`src/rtl/szdt_pkg.sv`:
```
// Shared types and constants for the scroll zoom debt tracker.
package szdt_pkg;

  localparam int unsigned CntW   = 16;
  localparam int unsigned QuietW = 32;
  localparam int unsigned TimeW  = 64;
  localparam int unsigned WheelW = 32;
  localparam int unsigned CfgW   = 32;

  localparam logic [CntW-1:0] CntMax = {CntW{1'b1}};

  typedef enum logic [1:0] {
    MODE_WHEEL        = 2'd0,
    MODE_TICK         = 2'd1,
    MODE_CLEAR_KEEP   = 2'd2,
    MODE_CLEAR_FORGET = 2'd3
  } mode_e;

  typedef enum logic [1:0] {
    DIR_UNKNOWN = 2'd0,
    DIR_POS     = 2'd1,
    DIR_NEG     = 2'd2
  } dir_e;

  typedef enum logic [1:0] {
    CFG_DEBT_CAP       = 2'd0,
    CFG_EXIT_THRESHOLD = 2'd1,
    CFG_QUIET_TIME     = 2'd2
  } cfg_idx_e;

  localparam logic [CntW-1:0]   DebtCapRst   = 16'hFFFF;
  localparam logic [CntW-1:0]   ExitThrRst   = 16'd1;
  localparam logic [QuietW-1:0] QuietTimeRst = 32'd500000;

  typedef struct packed {
    logic [CntW-1:0]   debt_cap;
    logic [CntW-1:0]   exit_threshold;
    logic [QuietW-1:0] quiet_time_us;
  } cfg_t;

  typedef struct packed {
    logic             active;
    logic             armed;
    logic [TimeW-1:0] due_us;
    logic [CntW-1:0]  debt;
    logic [CntW-1:0]  overscroll;
    dir_e             zoom_in_dir;
  } state_t;

endpackage

```
`src/rtl/szdt_if.sv`:
```
// Valid/ready channel interfaces for events in and results out.
interface szdt_in_if;
  logic        valid;
  logic        ready;
  logic [1:0]  mode;
  logic signed [31:0] wheel;
  logic [63:0] now_us;

  modport source (output valid, output mode, output wheel, output now_us, input ready);
  modport sink   (input valid, input mode, input wheel, input now_us, output ready);
endinterface

interface szdt_out_if;
  logic valid;
  logic ready;
  logic handled;
  logic zoom_active;
  logic exit_armed;

  modport source (output valid, output handled, output zoom_active, output exit_armed,
                  input ready);
  modport sink   (input valid, input handled, input zoom_active, input exit_armed,
                  output ready);
endinterface

```
`src/rtl/szdt_step.sv`:
```
// Next-state logic for one tracker event: wheel, tick or clear.
module szdt_step (
  input  szdt_pkg::state_t          state_i,
  input  szdt_pkg::cfg_t            cfg_i,
  input  logic [1:0]                mode_i,
  input  logic [szdt_pkg::WheelW-1:0] wheel_i,
  input  logic [szdt_pkg::TimeW-1:0]  now_i,
  output szdt_pkg::state_t          state_o,
  output logic                      handled_o
);

  always_comb begin
    logic                         neg;
    logic [szdt_pkg::WheelW-1:0]  mag;
    logic [szdt_pkg::WheelW-1:0]  rem;
    szdt_pkg::dir_e               dir;
    szdt_pkg::dir_e               eff_dir;
    logic [szdt_pkg::WheelW:0]    debt_sum;
    logic [szdt_pkg::WheelW:0]    over_sum;
    logic [szdt_pkg::CntW-1:0]    debt_sat;
    logic [szdt_pkg::CntW-1:0]    over_sat;
    logic [szdt_pkg::TimeW-1:0]   deadline;
    logic                         changed;

    neg      = wheel_i[szdt_pkg::WheelW-1];
    mag      = neg ? (~wheel_i + 32'd1) : wheel_i;
    dir      = neg ? szdt_pkg::DIR_NEG : szdt_pkg::DIR_POS;
    eff_dir  = (state_i.zoom_in_dir == szdt_pkg::DIR_UNKNOWN) ? dir : state_i.zoom_in_dir;

    // Saturating debt add; a debt above a lowered cap snaps to the cap
    debt_sum = {17'd0, state_i.debt} + {1'b0, mag};
    debt_sat = (debt_sum >= {17'd0, cfg_i.debt_cap}) ? cfg_i.debt_cap
                                                    : debt_sum[szdt_pkg::CntW-1:0];

    rem      = mag - {16'd0, state_i.debt};
    over_sum = {17'd0, state_i.overscroll} + {1'b0, rem};
    over_sat = (over_sum >= {17'd0, szdt_pkg::CntMax}) ? szdt_pkg::CntMax
                                                      : over_sum[szdt_pkg::CntW-1:0];

    deadline = now_i + {32'd0, cfg_i.quiet_time_us};

    changed  = state_i.active || state_i.armed || (state_i.debt != '0) ||
               (state_i.overscroll != '0);

    state_o   = state_i;
    handled_o = 1'b0;

    case (szdt_pkg::mode_e'(mode_i))
      szdt_pkg::MODE_WHEEL: begin
        if (wheel_i != '0) begin
          state_o.armed       = 1'b0;
          state_o.due_us      = '0;
          state_o.zoom_in_dir = eff_dir;
          if (dir == eff_dir) begin
            state_o.debt       = debt_sat;
            state_o.overscroll = '0;
            state_o.active     = 1'b1;
            handled_o          = 1'b1;
          end else if (state_i.active) begin
            handled_o = 1'b1;
            if (mag < {16'd0, state_i.debt}) begin
              state_o.debt       = state_i.debt - mag[szdt_pkg::CntW-1:0];
              state_o.overscroll = '0;
            end else begin
              state_o.debt       = '0;
              state_o.overscroll = over_sat;
              if (over_sat >= cfg_i.exit_threshold) begin
                state_o.armed  = 1'b1;
                state_o.due_us = deadline;
              end
            end
          end
        end
      end
      szdt_pkg::MODE_TICK: begin
        if (state_i.active && state_i.armed && !(now_i < state_i.due_us)) begin
          state_o.active     = 1'b0;
          state_o.armed      = 1'b0;
          state_o.due_us     = '0;
          state_o.debt       = '0;
          state_o.overscroll = '0;
          handled_o          = 1'b1;
        end
      end
      szdt_pkg::MODE_CLEAR_KEEP, szdt_pkg::MODE_CLEAR_FORGET: begin
        state_o.active     = 1'b0;
        state_o.armed      = 1'b0;
        state_o.due_us     = '0;
        state_o.debt       = '0;
        state_o.overscroll = '0;
        handled_o          = changed;
        if (mode_i == szdt_pkg::MODE_CLEAR_FORGET) begin
          state_o.zoom_in_dir = szdt_pkg::DIR_UNKNOWN;
          handled_o = changed || (state_i.zoom_in_dir != szdt_pkg::DIR_UNKNOWN);
        end
      end
      default: begin
        state_o   = state_i;
        handled_o = 1'b0;
      end
    endcase
  end

endmodule

```
`src/rtl/scroll_zoom_debt_tracker.sv`:
```
// Top level of the scroll zoom debt tracker: input stage, state, result register.
//
//   channel  dir  payload                         accepted when
//   in_i     in   mode, wheel, now_us             in_i.valid && in_i.ready
//   out_o    out  handled, zoom_active, exit_armed out_o.valid && out_o.ready
//   cfg      in   cfg_idx_i, cfg_data_i           cfg_we_i
//
// One item per cycle while out_o does not stall; items pass the input register, then the result register.
// Tracker state commits when an item moves from the input register to the result register.
// A stall on out_o holds both stages; in_i.ready drops only when both are full.
// Reset clears tracker state and loads the default debt cap, threshold and quiet time.
module scroll_zoom_debt_tracker (
  input  logic                      clk_i,
  input  logic                      rst_ni,
  input  logic                      cfg_we_i,
  input  logic [1:0]                cfg_idx_i,
  input  logic [szdt_pkg::CfgW-1:0] cfg_data_i,
  szdt_in_if.sink                   in_i,
  szdt_out_if.source                out_o
);

  szdt_pkg::cfg_t   cfg_q;
  szdt_pkg::state_t state_q;
  szdt_pkg::state_t state_d;

  logic                         s1_valid_q;
  logic [1:0]                   mode_q;
  logic [szdt_pkg::WheelW-1:0]  wheel_q;
  logic [szdt_pkg::TimeW-1:0]   now_q;

  logic out_valid_q;
  logic handled_q;
  logic active_q;
  logic armed_q;
  logic handled_d;
  logic advance;

  assign advance    = s1_valid_q && (!out_valid_q || out_o.ready);
  assign in_i.ready = !s1_valid_q || advance;

  szdt_step u_step (
    .state_i   (state_q),
    .cfg_i     (cfg_q),
    .mode_i    (mode_q),
    .wheel_i   (wheel_q),
    .now_i     (now_q),
    .state_o   (state_d),
    .handled_o (handled_d)
  );

  always_ff @(posedge clk_i or negedge rst_ni) begin
    if (!rst_ni) begin
      cfg_q.debt_cap       <= szdt_pkg::DebtCapRst;
      cfg_q.exit_threshold <= szdt_pkg::ExitThrRst;
      cfg_q.quiet_time_us  <= szdt_pkg::QuietTimeRst;
    end else if (cfg_we_i) begin
      case (szdt_pkg::cfg_idx_e'(cfg_idx_i))
        szdt_pkg::CFG_DEBT_CAP:       cfg_q.debt_cap       <= cfg_data_i[szdt_pkg::CntW-1:0];
        szdt_pkg::CFG_EXIT_THRESHOLD: cfg_q.exit_threshold <= cfg_data_i[szdt_pkg::CntW-1:0];
        szdt_pkg::CFG_QUIET_TIME:     cfg_q.quiet_time_us  <= cfg_data_i;
        default: ;
      endcase
    end
  end

  always_ff @(posedge clk_i or negedge rst_ni) begin
    if (!rst_ni) begin
      state_q <= '{active: 1'b0, armed: 1'b0, due_us: '0, debt: '0,
                   overscroll: '0, zoom_in_dir: szdt_pkg::DIR_UNKNOWN};
    end else if (advance) begin
      state_q <= state_d;
    end
  end

  always_ff @(posedge clk_i or negedge rst_ni) begin
    if (!rst_ni) begin
      s1_valid_q <= 1'b0;
    end else if (in_i.ready) begin
      s1_valid_q <= in_i.valid;
    end
  end

  always_ff @(posedge clk_i) begin
    if (in_i.valid && in_i.ready) begin
      mode_q  <= in_i.mode;
      wheel_q <= in_i.wheel;
      now_q   <= in_i.now_us;
    end
  end

  always_ff @(posedge clk_i or negedge rst_ni) begin
    if (!rst_ni) begin
      out_valid_q <= 1'b0;
    end else if (advance) begin
      out_valid_q <= 1'b1;
    end else if (out_o.ready) begin
      out_valid_q <= 1'b0;
    end
  end

  always_ff @(posedge clk_i) begin
    if (advance) begin
      handled_q <= handled_d;
      active_q  <= state_d.active;
      armed_q   <= state_d.armed;
    end
  end

  assign out_o.valid       = out_valid_q;
  assign out_o.handled     = handled_q;
  assign out_o.zoom_active = active_q;
  assign out_o.exit_armed  = armed_q;

endmodule

```
`src/flat_wrapper.sv`:
```
// flat-port wrapper written by rule: the top's interface ports become plain ports
module scroll_zoom_debt_tracker_flat 
  (clk_i, rst_ni, cfg_we_i, cfg_idx_i, cfg_data_i, in_i_valid, in_i_mode, in_i_wheel, in_i_now_us, in_i_ready, out_o_valid, out_o_handled, out_o_zoom_active, out_o_exit_armed, out_o_ready);
  szdt_in_if in_i_i ();
  szdt_out_if out_o_i ();
  input  logic clk_i;
  input  logic rst_ni;
  input  logic cfg_we_i;
  input  logic [1:0] cfg_idx_i;
  input  logic [szdt_pkg::CfgW-1:0] cfg_data_i;
  input wire logic [$bits(in_i_i.valid)-1:0] in_i_valid;
  input wire logic [$bits(in_i_i.mode)-1:0] in_i_mode;
  input wire logic [$bits(in_i_i.wheel)-1:0] in_i_wheel;
  input wire logic [$bits(in_i_i.now_us)-1:0] in_i_now_us;
  output wire logic [$bits(in_i_i.ready)-1:0] in_i_ready;
  output wire logic [$bits(out_o_i.valid)-1:0] out_o_valid;
  output wire logic [$bits(out_o_i.handled)-1:0] out_o_handled;
  output wire logic [$bits(out_o_i.zoom_active)-1:0] out_o_zoom_active;
  output wire logic [$bits(out_o_i.exit_armed)-1:0] out_o_exit_armed;
  input wire logic [$bits(out_o_i.ready)-1:0] out_o_ready;
  assign in_i_i.valid = in_i_valid;
  assign in_i_i.mode = in_i_mode;
  assign in_i_i.wheel = in_i_wheel;
  assign in_i_i.now_us = in_i_now_us;
  assign in_i_ready = in_i_i.ready;
  assign out_o_valid = out_o_i.valid;
  assign out_o_handled = out_o_i.handled;
  assign out_o_zoom_active = out_o_i.zoom_active;
  assign out_o_exit_armed = out_o_i.exit_armed;
  assign out_o_i.ready = out_o_ready;
  scroll_zoom_debt_tracker u_core (.clk_i(clk_i), .rst_ni(rst_ni), .cfg_we_i(cfg_we_i), .cfg_idx_i(cfg_idx_i), .cfg_data_i(cfg_data_i), .in_i(in_i_i), .out_o(out_o_i));
endmodule
```
`config.mk`:
```
export PLATFORM = sky130hd
export DESIGN_NAME = scroll_zoom_debt_tracker_flat
export DESIGN_NICKNAME = d
export VERILOG_FILES = /design/src/rtl/szdt_pkg.sv /design/src/rtl/szdt_if.sv /design/src/rtl/szdt_step.sv /design/src/rtl/scroll_zoom_debt_tracker.sv /design/src/flat_wrapper.sv
export SDC_FILE = /design/constraint.sdc
export NUM_CORES = 1
export LEC_CHECK = 0
export BUFFER_PORTS_ARGS = -buffer_cell sky130_fd_sc_hd__buf_2
export CAP_MARGIN = 0
export CELL_PAD_IN_SITES_DETAIL_PLACEMENT = 1
export CELL_PAD_IN_SITES_GLOBAL_PLACEMENT = 2
export CORE_ASPECT_RATIO = 1.2
export CORE_MARGIN = 4
export CORE_UTILIZATION = 36
export CTS_BUF_LIST = sky130_fd_sc_hd__clkbuf_16
export CTS_CLUSTER_DIAMETER = 150
export DETAILED_ROUTE_END_ITERATION = 12
export GPL_TIMING_DRIVEN = 0
export PLACE_DENSITY_LB_ADDON = 0.15
export SYNTH_ARGS = -nofsm -noshare
export SYNTH_HDL_FRONTEND = slang
export SYNTH_SLANG_ARGS = --single-unit
```
`constraint.sdc`:
```
create_clock -name clk_i -period 9.2 [get_ports clk_i]
set_input_delay 1.84 -clock clk_i [delete_from_list [all_inputs] [get_ports clk_i]]
set_output_delay 1.84 -clock clk_i [all_outputs]
set_load 0.01 [all_outputs]
```
==> results of run 1 <==
-- per-layer routing --
layer | up-vias | track usage (%)
met5 | - | 0
met2 | 225 | 42.03
met1 | 8066 | 25.45
met3 | 111 | 2.437
met4 | 0 | 8.674
li1 | 7750 | -
-- what timing repair did --
item,in CTS,in global routing
cloned,4,0
pin swaps,47,31
endpoints found under the hold margin,0,0
buffers inserted,61,6
endpoints found under the setup margin,66,66
gates resized for setup,151,36
-- final timing paths --
path | startpoint | endpoint | cells past startpoint
setup / recovery | u_core.wheel_q[0]$_DFFE_PP_ | u_core.state_q[95]$_DFFE_PN0P_ | 46
hold / removal | u_core.state_q[37]$_DFFE_PN0P_ | u_core.state_q[37]$_DFFE_PN0P_ | 2
max in group asynchronous | rst_ni | u_core.cfg_q[45]$_DFFE_PN0P_ | 2
min in group asynchronous | rst_ni | u_core.cfg_q[21]$_DFFE_PN0P_ | 1
hold reg to reg | u_core.state_q[37]$_DFFE_PN0P_ | u_core.state_q[37]$_DFFE_PN0P_ | 2
setup reg to reg | u_core.wheel_q[0]$_DFFE_PP_ | u_core.state_q[95]$_DFFE_PN0P_ | 46
-- metrics by stage --
stage	util, %	setup slack [ns]
after global routing	44.24	0.02233
after global placement	39.48	-4.204
after CTS	43.96	0.004074
after detailed placement	39.65	-3.338
final	44.24	0.3875
after floorplan	-	0.2233
-- flip-flops by register name, indices dropped and copies added (netlist names) --
| signal | flops |
|---|---|
| u_core.s1_valid_q | 1 |
| u_core.out_o.handled | 1 |
| u_core.out_o.valid | 1 |
| u_core.cfg_q | 64 |
| u_core.mode_q | 2 |
| u_core.out_o.zoom_active | 1 |
| u_core.out_o.exit_armed | 1 |
| u_core.state_q | 100 |
| u_core.wheel_q | 32 |
| u_core.now_q | 64 |
-- final cells by class --
class,instances,area (um^2)
Buffer,52,387.9
Clock buffer,35,875.8
Clock inverter,27,191.4
Fill cell,6077,29400
Inverter,159,596.8
Multi-Input combinational cell,1521,11810
Sequential cell,267,7217
Tap cell,705,882.1
Timing Repair Buffer,216,1364
-- placed cells by master, fill, tap and decap left out, types with 16 or more instances in the layout --
cell | Yosys | layout
a21o_1 | 78 | 77
a21oi_1 | 114 | 107
buf_2 | 2 | 143
buf_4 | 0 | 66
clkbuf_1 | 56 | 35
clkbuf_16 | 0 | 42
dfrtp_1 | 142 | 142
dfstp_2 | 24 | 24
edfxtp_1 | 101 | 101
ha_1 | 198 | 186
inv_1 | 157 | 163
mux2_2 | 52 | 52
mux2i_1 | 21 | 21
nand2_1 | 200 | 195
nand2b_1 | 28 | 28
nand3_1 | 39 | 38
nand4_1 | 35 | 35
nor2_1 | 91 | 87
nor3_1 | 28 | 27
nor4_1 | 24 | 23
o21ai_0 | 133 | 113
o21bai_1 | 16 | 16
o31ai_1 | 22 | 17
xnor2_1 | 103 | 90
xor2_1 | 68 | 66
-- worst max-delay path: cells and delay by family (launching register included) --
| kind | cells | cell delay, ns |
|---|---|---|
| and+or+nand+nor | 12 | 2.21 |
| adders and majority gates | 4 | 1.02 |
| DFF | 1 | 0.44 |
| AOI/OAI and AO/OA | 20 | 3.34 |
| buffers and inverters | 7 | 1.03 |
| xor gates and xnor gates | 3 | 0.64 |
-- power by group through the flow --
stage,registers [mW],logic (mW),clock network (mW)
after global placement,1.52,1.55,0
after CTS,1.50,1.78,1.34
final,1.50,1.81,1.30
after global routing,1.52,2.00,1.39
after floorplan,1.48,1.10,0
after detailed placement,1.52,1.58,0
-- cells by family after synthesis --
logic type / Yosys count / share of synthesized area [%]
AND/OR/NAND/NOR: 562 / 15.09
AO/OA/AOI/OAI: 512 / 17.68
flip-flops: 267 / 37.53
buffers and inverters: 221 / 4.366
adder cells (fa/ha/maj): 203 / 13.40
XOR/XNOR: 171 / 7.789
multiplexers: 73 / 4.138
==> out/results.ini, run 1 <==
[pwr]
combPwrFrac_pct=39.3
power_frac_clock_pct=28.2
power.total_mw=4.614
internal_power_mw=2.880
seq_power_share_pct=32.5
swShare_pct=37.57
switchingPower_mw=1.734
p_leak_nw=9.934
p_per_area_mw_per_mm2=197.8
vdd_drop_max_mv=0.1303

[drt]
vias=16152
viasPerCell=5.416
antenna_left=0
wl_per_cell_um=21.45
dr.pass1.iters=4
drcViolationCount=0
dr.max_layer_used=met4
wirelength_mm=63.97
dr_wl_met2_mm=34.22
wl_met1_mm=25.56
drt_iter0_markers=643
wl_met3_mm=1.578

[cts]
h-tree-depth=2
numCtsBuffers=34
clk_path_buf_depth=3
clk_latency_ns=0.56
path_clk_slew_ns=0.06
cts_tree=built
ctsHoldBuffers=0
cts_root_buf=clkbuf_16
cts_num_sinks=267

[floorplanning]
die_area_mm2=0.05719
initial_core_util_pct=36.47
floorplan.rows=92
coreArea_mm2=0.05272
die_x_um=219.0
dieHeight_um=261.2
pin_count=142

[synthesis]
yosys-top-cells-count=200 x nand2_1, 198 x ha_1, 157 x inv_1
synth_top_area_share_pct=18.48
yosysTopAreaCell=dfrtp_1
synth_cell_types=80
syn_area_mm2=0.01923
yosysSeqAreaShare_pct=37.53
ys_async_sr_fraction_pct=62.17
ys_warn_count=0
synth-edff-count=101
synth_ff_type=dfrtp_1
synth.most_common_cell=nand2_1
synth_area_leaders=dfrtp_1 18%, edfxtp_1 16%, ha_1 13%, xnor2_1 4.7%, nand2_1 3.9%
synthCells=2009
synth_nets=2349
synth_area_per_cell_um2=9.571
synth_seq_cells=267

[placement]
placedCellCount=2858
place_congestion=0.8687
numPortBuffers=141
hpwl_mm=49.65
place_area_mm2=0.02090

[grt]
track_usage_pct=22.21
globalRouteOverflowTotal=0
antenna_found_initial=0
grt_max_degree=98
grt_pass1_vias=17474
grt_first_pass_wirelength_mm=99.30

[sta]
fin_tns_setup_ns=0
finalHoldViolCount=0
clock_skew_ns=0.03137
timing.fmax_ghz=0.1135
drv_slew=0
rsz0062_at_grt=false
hold-worst-slack_ns=0.4790
relSlewSlack_pct=12.44
fin_crit_ns=8.812
timing.final.crit_share_pct=95.79
tightest_slew_ns=1.295
final-setup-viol-count=0

[outcome]
status=finished clean

[finish]
drive_gt1_share_pct=21.08
nets=2591
n_antenna_cell=0
synthToLayoutAreaGrowth_pct=21.28
final_area_mm2=0.02332
final-instance-count-excl-fill=2982

[hold_path]
min_path_type=reg2reg

[setup_path]
cp_slowest_cell=o41ai_4
cp_data_required_time_ns=9.63
crit_path_end_kind=register
max_stage_delay_ns=0.50
r2r_setup_slack_ns=0.39
crit_type=reg2reg
crit_arrival_ns=9.24
path_max_fanout=10
worstSetupStartpointType=register
path_common_cell=a21o_1

[job]
max-cap-violations=0

Note: power is estimated with default switching activity, not from simulation.
==> inputs of run 2 (changes only) <==
--- a/config.mk
+++ b/config.mk
@@ -10,12 +10,11 @@
 export CELL_PAD_IN_SITES_DETAIL_PLACEMENT = 1
 export CELL_PAD_IN_SITES_GLOBAL_PLACEMENT = 2
 export CORE_ASPECT_RATIO = 1.2
-export CORE_MARGIN = 4
 export CORE_UTILIZATION = 36
 export CTS_BUF_LIST = sky130_fd_sc_hd__clkbuf_16
 export CTS_CLUSTER_DIAMETER = 150
 export DETAILED_ROUTE_END_ITERATION = 12
-export GPL_TIMING_DRIVEN = 0
+export GPL_TIMING_DRIVEN = 1
 export PLACE_DENSITY_LB_ADDON = 0.15
 export SYNTH_ARGS = -nofsm -noshare
 export SYNTH_HDL_FRONTEND = slang
==> run 2 against run 1 <==
Setup slack gained 0.010 ns. Utilization shrank 1.7 points. Combinational power shrank 9%. Critical path type unchanged. Wire length shrank 3.0%. Register-to-register slack is essentially flat. First-iteration DRC count shrank 3.1%. Total power shrank 3.1%. Critical path depth shrank 5. Highest routed layer unchanged.
==> out/results.ini, run 2 (synthesis gave the netlist of run 1 again) <==
[setup_path]
r2r_setup_slack_ns=0.40  ; about the same
r2r-start=u_core.wheel_q[1]$_DFFE_PP_
cp_slowest_cell=or4b_1
path_common_cell=a21o_1
crit_arrival_ns=9.24  ; about the same
crit_type=reg2reg
reg2regPathDepth=41  ; -11%
crit_path_end_kind=register
cp_data_required_time_ns=9.63  ; about the same
worstSetupStartpointType=register
max_stage_delay_ns=0.50  ; about the same
timing.rr.end=u_core.state_q[77]$_DFFE_PN0P_
path_max_fanout=30  ; +20

[finish]
nets=2525  ; -2.5%
largest_register_ffs=100  ; unchanged
synthToLayoutAreaGrowth_pct=16.27
drive_gt1_share_pct=17.96  ; -3.1 points
fin_util_pct=42.50  ; -1.7 points
mostFrequentLayoutCells=199 x nand2_1, 193 x ha_1, 165 x inv_1
fillers=6056  ; -0.35%
largestRegisters=u_core.state_q: 100 flops, u_core.cfg_q: 64 flops, u_core.now_q: 64 flops
multi_input_area_mm2=0.01139  ; -3.6%
final_area_mm2=0.02236  ; -4.1%
seqCellArea_mm2=0.007217  ; unchanged
final_common_cell=nand2_1
regMostFlops=u_core.state_q

[drt]
wl_per_cell_um=21.26  ; -0.89%
dr_wl_met2_mm=32.70  ; -4.5%
dr.pass1.iters=5  ; +1
wl_met1_mm=25.82  ; +1.0%
drcViolationCount=0  ; unchanged
dr.max_layer_used=met4
wirelength_mm=62.02  ; -3.0%
wl_met3_mm=1.467  ; -7.0%
antenna_left=0  ; unchanged
vias=15780  ; -2.3%
viasPerCell=5.410  ; -0.13%
drt_iter0_markers=623  ; -3.1%

[sta]
relSlewSlack_pct=14.83  ; +2.4 points
tightest_slew_ns=1.267  ; -0.02812 ns
timing.fmax_ghz=0.1136  ; +0.12%
final-setup-viol-count=0  ; unchanged
fin_ws_ns=0.3976  ; +0.01010 ns
finalHoldViolCount=0  ; unchanged
drv_slew=0  ; unchanged
clock_skew_ns=0.02404  ; -0.007334 ns
timing.final.crit_share_pct=95.68  ; -0.11 points
hold-worst-slack_ns=0.4783  ; -0.0007560 ns
fin_crit_ns=8.802  ; -0.01010 ns

[pwr]
switchingPower_mw=1.681  ; -3.0%
p_per_area_mw_per_mm2=200.0  ; +1.1%
power_frac_clock_pct=29.5  ; +1.3 points
vdd_drop_max_mv=0.1498  ; +15%
p_leak_nw=9.549  ; -3.9%
seq_power_share_pct=33.6  ; +1.1 points
combPwrFrac_pct=36.9  ; -2.4 points
swShare_pct=37.60  ; about the same
internal_power_mw=2.790  ; -3.1%

[cts]
cts_root_buf=clkbuf_16
cts_tree=built
path_clk_slew_ns=0.06  ; about the same
clk_path_buf_depth=3  ; unchanged
clk_latency_ns=0.56  ; about the same
cts_num_sinks=267  ; unchanged
numCtsBuffers=34  ; unchanged
h-tree-depth=2  ; unchanged
ctsHoldBuffers=0  ; unchanged

[grt]
globalRouteOverflowTotal=0  ; unchanged
grt_max_degree=71  ; -28%
track_usage_pct=23.10  ; +0.90 points
antenna_found_initial=0  ; unchanged
grt_first_pass_wirelength_mm=96.34  ; -3.0%
grt_pass1_vias=16733  ; -4.2%

[hold_path]
holdPathEnd=u_core.state_q[97]$_DFFE_PN0P_
min_from=u_core.state_q[97]$_DFFE_PN0P_
min_path_type=reg2reg
min_path_cells=2  ; unchanged

[floorplanning]
coreArea_mm2=0.05261  ; -0.22%
die_x_um=213.0  ; -2.7%
die_area_mm2=0.05434  ; -5.0%
floorplan.rows=92  ; unchanged
initial_core_util_pct=36.55  ; +0.080 points
pin_count=142  ; unchanged
dieHeight_um=255.2  ; -2.3%

[placement]
pre_cts_ws_ns=-0.1633  ; +3.175 ns
place_congestion=0.9039  ; +4.1%
numPortBuffers=141  ; unchanged
place_area_mm2=0.02098  ; +0.39%
hpwl_mm=48.15  ; -3.0%

[outcome]
status=finished clean

[job]
max-cap-violations=0  ; unchanged

## run 2: how the worst max path moves through the flow
stage | end | start | cells past startpoint | slack, ns
3_3_place_gp | u_core.state_q[83]$_DFFE_PN0P_ | u_core.wheel_q[6]$_DFFE_PP_ | 42 | 0.08
5_1_grt | u_core.state_q[60]$_DFFE_PN0P_ | u_core.wheel_q[1]$_DFFE_PP_ | 45 | -0.02
4_1_cts | u_core.state_q[60]$_DFFE_PN0P_ | u_core.wheel_q[1]$_DFFE_PP_ | 44 | 0.02
3_5_place_dp | u_core.state_q[77]$_DFFE_PN0P_ | u_core.wheel_q[6]$_DFFE_PP_ | 42 | -0.16
6_report | u_core.state_q[77]$_DFFE_PN0P_ | u_core.wheel_q[1]$_DFFE_PP_ | 41 | 0.40
2_1_floorplan | u_core.state_q[36]$_DFFE_PN0P_ | u_core.wheel_q[31]$_DFFE_PP_ | 43 | 0.22
## run 2: critical path: cells and delay by family (launching register included)
kind | cells | cell delay [ns]
XOR/XNOR | 2 | 0.40
AO/OA/AOI/OAI | 21 | 4.08
flip-flops | 1 | 0.39
adder cells (fa/ha/maj) | 4 | 1.14
AND/OR/NAND/NOR | 10 | 1.97
buffers and inverters | 4 | 0.68
## run 2: cell type report
type	count	area share [%]
Sequential cell	267	32.28
Antenna cell	1	0.01119
Clock inverter	28	0.9962
Inverter	159	2.670
Multi-Input combinational cell	1521	50.93
Clock buffer	34	3.806
Tap cell	705	3.946
Timing Repair Buffer	202	5.362
## run 2: stage by stage
stage	instances	total power, mW	setup TNS (ns)
2_1_floorplan	2009	2.576	0
3_3_place_gp	2841	3.104	0
3_5_place_dp	2841	3.140	-8.239
4_1_cts	2904	4.509	0
5_1_grt	2916	4.750	-0.03356
6_report	2917	4.471	0
## run 2: power by group through the flow
stage,sequential [mW],clock (mW),combinational (mW)
3_3_place_gp,1.52,0,1.58
3_5_place_dp,1.52,0,1.62
2_1_floorplan,1.48,0,1.10
6_report,1.50,1.32,1.65
5_1_grt,1.52,1.40,1.83
4_1_cts,1.50,1.37,1.64
## run 2: what timing repair did
item                                    in CTS  in global routing
gates resized for setup                      6                 31
hold endpoints to repair                     0                  0
setup buffers                                1                 12
endpoints found under the setup margin      61                 66
pin swaps                                    0                  1
gates cloned                                 0                  0
## run 2: metal layers
| layer | track usage, % | up-vias |
|---|---|---|
| li1 | - | 7603 |
| met1 | 27.15 | 7878 |
| met2 | 42.93 | 208 |
| met3 | 2.773 | 91 |
| met4 | 7.873 | 0 |
| met5 | 0 | - |
==> inputs of run 3 (changes only) <==
==> constraint.sdc (replaced) <==
create_clock -name clk_i -period 9.2 [get_ports clk_i]
set_input_delay 0.46 -clock clk_i [delete_from_list [all_inputs] [get_ports clk_i]]
set_output_delay 0.46 -clock clk_i [all_outputs]
set_load 0.01 [all_outputs]
==> run 3 against run 2 <==
Total power about the same. Sequential share of layout area about the same. Cell area about the same. Global-route usage unchanged. Flip-flop and latch count unchanged. Highest routed layer unchanged.
==> out/results.ini, run 3 (synthesis gave the netlist of run 1 again) <==
[finish]
nets=2526  ; +0.040%
fin_util_pct=42.52  ; about the same
largestRegisters=u_core.state_q: 100 flops, u_core.cfg_q: 64 flops, u_core.now_q: 64 flops
synthToLayoutAreaGrowth_pct=16.32  ; about the same
mostFrequentLayoutCells=199 x nand2_1, 193 x ha_1, 165 x inv_1
final-instance-count-excl-fill=2918  ; +0.034%
fillers=6056  ; unchanged
largest_register_ffs=100  ; unchanged
regMostFlops=u_core.state_q
final_common_cell=nand2_1
drive_gt1_share_pct=17.95  ; about the same

[setup_path]
cp_slowest_cell=or4b_1
path_common_cell=a21o_1
crit_type=reg2reg
crit_path_end_kind=register
worstSetupStartpointType=register
max_stage_delay_ns=0.50  ; about the same
path_max_fanout=30  ; unchanged
cp_data_required_time_ns=9.63  ; about the same
crit_arrival_ns=9.22  ; -0.02 ns

[cts]
path_clk_slew_ns=0.06  ; about the same
cts_root_buf=clkbuf_16
numCtsBuffers=34  ; unchanged
cts_tree=built
h-tree-depth=2  ; unchanged
clk_path_buf_depth=3  ; unchanged
clk_latency_ns=0.56  ; about the same
cts_num_sinks=267  ; unchanged

[drt]
vias=15765  ; -0.095%
dr.pass1.iters=5  ; unchanged
antenna_left=0  ; unchanged
drt_iter0_markers=607  ; -2.6%
wl_per_cell_um=21.27  ; about the same
wirelength_mm=62.06  ; about the same
viasPerCell=5.403  ; -0.13%
drcViolationCount=0  ; unchanged

[sta]
final-setup-viol-count=0  ; unchanged
clock_skew_ns=0.02418  ; +0.0001422 ns
timing.final.crit_share_pct=95.49  ; -0.19 points
finalHoldViolCount=0  ; unchanged
fin_tns_setup_ns=0  ; unchanged
timing.fmax_ghz=0.1138  ; +0.20%
drv_slew=0  ; unchanged
fin_crit_ns=8.785  ; -0.01735 ns
hold-worst-slack_ns=0.07064  ; -0.4076 ns
relSlewSlack_pct=13.63  ; -1.2 points
tightest_slew_ns=1.285  ; +0.01788 ns

[outcome]
status=finished clean

[grt]
grt_pass1_vias=16733  ; unchanged
track_usage_pct=23.10  ; unchanged
grt_first_pass_wirelength_mm=96.34  ; unchanged
antenna_found_initial=0  ; unchanged
grt_max_degree=71  ; unchanged
globalRouteOverflowTotal=0  ; unchanged

[placement]
hpwl_mm=48.15  ; unchanged
placedCellCount=2841  ; unchanged
numPortBuffers=141  ; unchanged
place_congestion=0.9039  ; unchanged

[floorplanning]
floorplan.rows=92  ; unchanged
coreArea_mm2=0.05261  ; unchanged
die_x_um=213.0  ; unchanged
pin_count=142  ; unchanged
dieHeight_um=255.2  ; unchanged
die_area_mm2=0.05434  ; unchanged
initial_core_util_pct=36.55  ; unchanged

[pwr]
p_leak_nw=9.553  ; about the same
power.total_mw=4.472  ; about the same
vdd_drop_max_mv=0.1496  ; -0.19%
p_per_area_mw_per_mm2=199.9  ; about the same

[job]
max-cap-violations=0  ; unchanged

[hold_path]
min_path_type=in2reg

==> run 3: stage by stage <==
| stage | setup WS, ns | instance area [um^2] |
|---|---|---|
| 2_1_floorplan | 0.2233 | 19230 |
| 3_3_place_gp | 0.08002 | 20980 |
| 3_5_place_dp | -0.1633 | 20980 |
| 4_1_cts | 0.01853 | 22100 |
| 5_1_grt | -0.01661 | 22360 |
| 6_report | 0.4150 | 22370 |
==> run 3: layer usage <==
layer | track usage, % | wire length, um | part of all wire, % | up-vias
li1 | - | - | - | 7600
met1 | 27.15 | 25750 | 42 | 7861
met2 | 42.93 | 32710 | 53 | 210
met3 | 2.773 | 1532 | 2.5 | 94
met4 | 7.873 | 2055 | 3.3 | 0
met5 | 0 | 0 | 0 | -
==> run 3: where the power goes <==
group          internal (mW)  total (mW)  leakage (nW)  switching [mW]
clock                  0.740        1.32         0.563           0.580
sequential              1.38        1.50          3.10           0.120
combinational          0.668        1.65          5.89           0.982
total                   2.79        4.47          9.55            1.68
==> run 3: area by class of cell <==
cell class                 count  area, um^2  area share [%]
multi-input combinational   1521       11390           50.91
sequential                   267        7217           32.27
timing repair buffer         203        1209           5.404
tap                          705       882.1           3.944
clock buffer                  34       850.8           3.804
inverter                     159       596.8           2.668
clock inverter                28       222.7          0.9957
antenna                        1       2.502         0.01119
==> run 3: worst paths after layout <==
check                                               startpoint                             end  slack [ns]  depth (start not counted)
worst min register to register  u_core.state_q[97]$_DFFE_PN0P_  u_core.state_q[97]$_DFFE_PN0P_        0.48                          2
worst min-delay path                            in_i_now_us[3]       u_core.now_q[3]$_DFFE_PP_        0.07                          1
worst max register to register     u_core.wheel_q[1]$_DFFE_PP_  u_core.state_q[77]$_DFFE_PN0P_        0.41                         41
worst max-delay path               u_core.wheel_q[1]$_DFFE_PP_  u_core.state_q[77]$_DFFE_PN0P_        0.41                         41
max in group asynchronous                               rst_ni  u_core.state_q[27]$_DFFE_PN0P_        7.27                          3
min in group asynchronous                               rst_ni  u_core.state_q[31]$_DFFE_PN0P_        0.47                          2
==> run 3: critical path, delay by kind of cell, from the launching register on <==
kind / cells / cell delay, ns
AOI/OAI and AO/OA: 21 / 4.07
xor gates and xnor gates: 2 / 0.40
adders and majority gates: 4 / 1.14
buffers and inverters: 4 / 0.68
DFF: 1 / 0.39
and+or+nand+nor: 10 / 1.97
==> run 3: what timing repair did <==
| item | CTS | global route |
|---|---|---|
| gates resized for setup | 6 | 31 |
| hold endpoints to repair | 45 | 0 |
| setup endpoints to repair | 61 | 66 |
| buffers inserted | 1 | 12 |
| hold buffers | 1 | 0 |
| pin swaps | 0 | 1 |
